===== config.mk =====
export PLATFORM = sky130hd
export DESIGN_NAME = lome_ffree
export DESIGN_NICKNAME = d
export VERILOG_FILES = /design/src/hw/rtl/limit_order_matching_engine_unit_assert.svh /design/src/hw/rtl/lome_pkg.sv /design/src/hw/rtl/lome_ffree.sv
export SDC_FILE = /design/constraint.sdc
export NUM_CORES = 1
export LEC_CHECK = 0
export BUFFER_PORTS_ARGS = -buffer_cell sky130_fd_sc_hd__buf_2
export CAP_MARGIN = 25
export CELL_PAD_IN_SITES_DETAIL_PLACEMENT = 1
export CELL_PAD_IN_SITES_GLOBAL_PLACEMENT = 1
export CORE_MARGIN = 8
export CORE_UTILIZATION = 25
export DETAILED_ROUTE_END_ITERATION = 8
export GPL_TIMING_DRIVEN = 0
export PLACE_DENSITY_LB_ADDON = 0.1
export SLEW_MARGIN = 10
export SYNTH_ARGS = -nofsm -noshare
export SYNTH_HDL_FRONTEND = slang
export SYNTH_SLANG_ARGS = --single-unit

===== constraint.sdc =====
create_clock -name vclk -period 1.41
set_input_delay 0.0705 -clock vclk [all_inputs]
set_output_delay 0.0705 -clock vclk [all_outputs]
set_load 0.02 [all_outputs]

===== src/hw/rtl/limit_order_matching_engine_unit_assert.svh =====
// Assertion macros shared by the order book RTL.
`ifndef LIMIT_ORDER_MATCHING_ENGINE_UNIT_ASSERT_SVH
`define LIMIT_ORDER_MATCHING_ENGINE_UNIT_ASSERT_SVH

// Same-cycle implication, sampled on clk and masked while arst_n is low.
`define LOME_ASSERT_IMP(lbl, ante, cons, msg) \
	lbl: assert property (@(posedge clk) disable iff (!arst_n) (ante) |-> (cons)) else $error(msg);

// Next-cycle implication, sampled on clk and masked while arst_n is low.
`define LOME_ASSERT_NXT(lbl, ante, cons, msg) \
	lbl: assert property (@(posedge clk) disable iff (!arst_n) (ante) |=> (cons)) else $error(msg);

`endif


===== src/hw/rtl/lome_pkg.sv =====
// Shared types, codes and constants of the limit order matching engine.
package lome_pkg;

	localparam int ORDER_DEPTH_DEF = 32;
	localparam int LEVEL_DEPTH_DEF = 32;

	localparam int TYPE_W  = 2;
	localparam int ID_W    = 32;
	localparam int PRICE_W = 24;
	localparam int QTY_W   = 20;
	localparam int STAT_W  = 3;

	// Request kinds.
	localparam logic [TYPE_W-1:0] REQ_NEW    = 2'd0;
	localparam logic [TYPE_W-1:0] REQ_CANCEL = 2'd1;
	localparam logic [TYPE_W-1:0] REQ_QUERY  = 2'd2;

	// Status codes of the final item of a request.
	localparam logic [STAT_W-1:0] ST_DONE    = 3'd0;
	localparam logic [STAT_W-1:0] ST_ZERO    = 3'd1;
	localparam logic [STAT_W-1:0] ST_FULL    = 3'd2;
	localparam logic [STAT_W-1:0] ST_CANCEL  = 3'd3;
	localparam logic [STAT_W-1:0] ST_UNKNOWN = 3'd4;
	localparam logic [STAT_W-1:0] ST_FILL    = 3'd5;
	localparam logic [STAT_W-1:0] ST_NOFILL  = 3'd6;

	typedef enum logic [4:0] {
		S_IDLE,
		S_M_CHK, S_M_LV, S_M_EN, S_M_FILL, S_M_NXT, S_M_LVEND,
		S_R_WALK, S_R_CMP, S_R_DEC, S_R_PRV, S_R_APP, S_R_TAIL, S_R_LVW,
		S_C_SCAN, S_C_WALK, S_C_CMP, S_C_UP, S_C_UPW, S_C_UN, S_C_UNW, S_C_LV, S_C_DRP,
		S_Q_WALK, S_Q_CMP,
		S_DONE
	} state_t;

	typedef struct packed {
		logic               is_trade;
		logic [ID_W-1:0]    buyer_id;
		logic [ID_W-1:0]    seller_id;
		logic [PRICE_W-1:0] fill_price;
		logic [QTY_W-1:0]   fill_qty;
		logic [STAT_W-1:0]  status;
		logic               last;
	} res_t;

endpackage


===== src/hw/rtl/lome_ffree.sv =====
// Lowest-numbered free slot finder over a vector of in-use flags.
module lome_ffree #(
	parameter int DEPTH = lome_pkg::ORDER_DEPTH_DEF,
	localparam int IW = $clog2(DEPTH)
) (
	input  logic [DEPTH-1:0] used,
	output logic             found,
	output logic [IW-1:0]    idx
);

	always_comb begin
		found = 1'b0;
		idx   = '0;
		for (int i = DEPTH - 1; i >= 0; i--) begin
			if (!used[i]) begin
				found = 1'b1;
				idx   = IW'(i);
			end
		end
	end

endmodule


==> summary.txt <==
Place
  – Placer Congestion: 0.791
  – DP Wirelength: 1550 um
  – Port buffer count: 38
  – Cell area after placement: 603 um2

Routing
  – Detailed Route Iter0 Violations: 9
  – First drt pass iteration count: 4
  – Vias per cell: 5.31
  – WL per Instance: 14.0 um
  – Vias: 637
  – DRT Wirelength: 1690 um
  – Antenna Nets Post-Route: 0
  – Residual DRC count: 0

Worst setup path
  – Crit path max fanout: 4
  – CP max stage cell: a2111oi_2
  – Critical Path Source Type: input port
  – Buffers plus inverters on the worst setup path: 3
  – Critical setup path kind: in -> out
  – Crit-path cells: buf_2, inv_1, o21ai_1, a21o_1, a2111oi_2, o221a_2, buf_2
  – CP dominant cell by count: buf_2
  – Cell family with most CP delay: compound AO/OA/AOI/OAI gates
  – Worst Path Arrival: 1.21 ns
  – CP Capture Type: primary output
  – CP max stage delay: 0.30 ns
  – Worst Path Required: 1.34 ns

Power
  – Peak supply drop: 77.2 uV
  – P_leak: 0.291 nW
  – Pwr per Cell Area: 217 mW/mm2

Worst hold path
  – Hold Startpoint: used[0]
  – WHS Path Cells: 3
  – Worst hold endpoint: idx[0]
  – Worst Hold Class: in -> out

STA
  – Period utilization: 90.5%
  – Post-route minimum period: 1.28 ns
  – Slew Viols, Final: 0
  – F_max: 0.783 GHz
  – Hold Fails Final Rpt: 0
  – Rel. slew slack: 80.8%
  – RSZ-0062 raised after global routing: no
  – Worst-Margin Slew: 0.288 ns
  – Final TNS setup: 0 ns
  – Final setup viols: 0

Finish
  – Area Overhead vs Synth: 53.5%
  – FF+latch area: 0 um2
  – Share of cells above drive strength 1: 42.3%
  – Clock Buffer Count: 0
  – Fill count: 226
  – FFs & Latches: 0
  – Final nets: 138
  – Design area: 603 um2
  – Inserted Diodes: 0

GRT
  – Initial antenna violation count: 0
  – Gr usage total: 10.5%
  – Global-route wire length before repair: 2950 um
  – Vias in the first global route: 682
  – Grt total ovfl: 0
  – Largest net degree at the start of global routing: 6

Logic synthesis
  – Synthesized net count: 98
  – Netlist Area Pre-Place: 393 um2
  – Avg Synthesized Cell Area: 5.95 um2
  – Gate Count Post-Synth: 66
  – Post-synth top area share: 14.3%
  – XOR/XNOR Fraction of Synth Area: 0%
  – Simple-gate share of the synthesized area: 58.3%
  – Synth area leader: nand4_1
  – Post-synth top cells: 11 x nand2_1, 9 x nand4_1, 6 x inv_1, 6 x nand3_1, 5 x a21oi_1
  – Largest family of logic cells by synthesized area: simple AND/OR/NAND/NOR gates
  – Yosys warns: 0
  – Largest cells by area after synthesis: nand4_1 14%, nand2_1 11%, nand3_1 7.6%, a21oi_1 6.4%, a31oi_1 6.4%
  – Most numerous cell in the Yosys netlist: nand2_1
  – Netlist cell types: 22
  – Post-synthesis mux area share: 0%
  – Adder-cell share of the synthesized area: 0%
  – Synth Area in Compound Gates: 36.0%
  – Register area share after synthesis: 0%

Floorplanning
  – Die area: 0.00310 mm2
  – Site row count: 14
  – Initial Util: 26.4%
  – Die H: 55.6 um
  – Placeable Area: 0.00149 mm2
  – Ports: 38
  – Die width: 55.6 um

Outcome
  – Status: complete, no violations

Clock tree
  – Resized cells post-CTS: 0
  – Hold Buf Count CTS: 0
  – Setup repair bufs after CTS: 0

Run
  – Max-Cap Viols: 0
per-stage QoR:
step	utilization, %	std cells	hold WS, ns	total power, W	setup slack (ns)
after floorplan	-	66	0.286	0.0000473	0.306
after global placement	40.5	120	0.510	0.000129	0.104
after detailed placement	40.5	120	0.516	0.000132	0.109
after CTS	40.5	120	0.515	0.000132	0.104
after global routing	40.5	120	0.536	0.000147	0.00897
final	40.5	120	0.514	0.000131	0.133
per-layer routing:
| metal | vias to the layer above | global-route usage [%] | wire (um) |
|---|---|---|---|
| li1 | 340 | - | - |
| met1 | 279 | 14.0 | 802 |
| met2 | 18 | 17.6 | 799 |
| met3 | 0 | 2.05 | 83 |
| met4 | 0 | 0 | 0 |
| met5 | - | 0 | 0 |
worst max path at each step:
stage | from | endpoint | slack, ns | cells after the start
finish | used[11] | idx[0] | 0.13 | 7
global route | used[11] | idx[0] | 0.009 | 7
CTS | used[11] | idx[0] | 0.10 | 7
detailed placement | used[11] | idx[0] | 0.11 | 7
global placement | used[11] | idx[0] | 0.10 | 7
floorplan | used[2] | idx[4] | 0.31 | 3
placed cells by master (no fill, tap or decap):
master,n
buf_2,38
nand2_1,11
nand4_1,9
nand3_1,6
inv_1,6
a21oi_1,5
nor2_1,4
a31oi_1,4
o21ai_0,4
or3_4,2
nand3b_1,2
o2111ai_1,2
and4_1,1
o21bai_1,1
a211oi_1,1
nor3_1,1
o21ai_1,1
a21o_1,1
nand2b_1,1
a2111oi_2,1
o221a_2,1
nor3_4,1
nor4_2,1
power breakdown:
group	internal, W	switching [W]
registers	0	0
logic	0.0000570	0.0000740
clock network	0	0
cells by family after synthesis:
family,count (synthesis)
compound gates,21
buf+inv,6
simple gates,39
final cells by class:
| class | count | area (um2) | share of cell area (%) |
|---|---|---|---|
| multi-input cells | 60 | 370 | 61.4 |
| repair buffers | 38 | 190 | 31.5 |
| well taps | 16 | 20.0 | 3.32 |
| inverters | 6 | 22.5 | 3.73 |
Power figures use the tool's default switching activity.
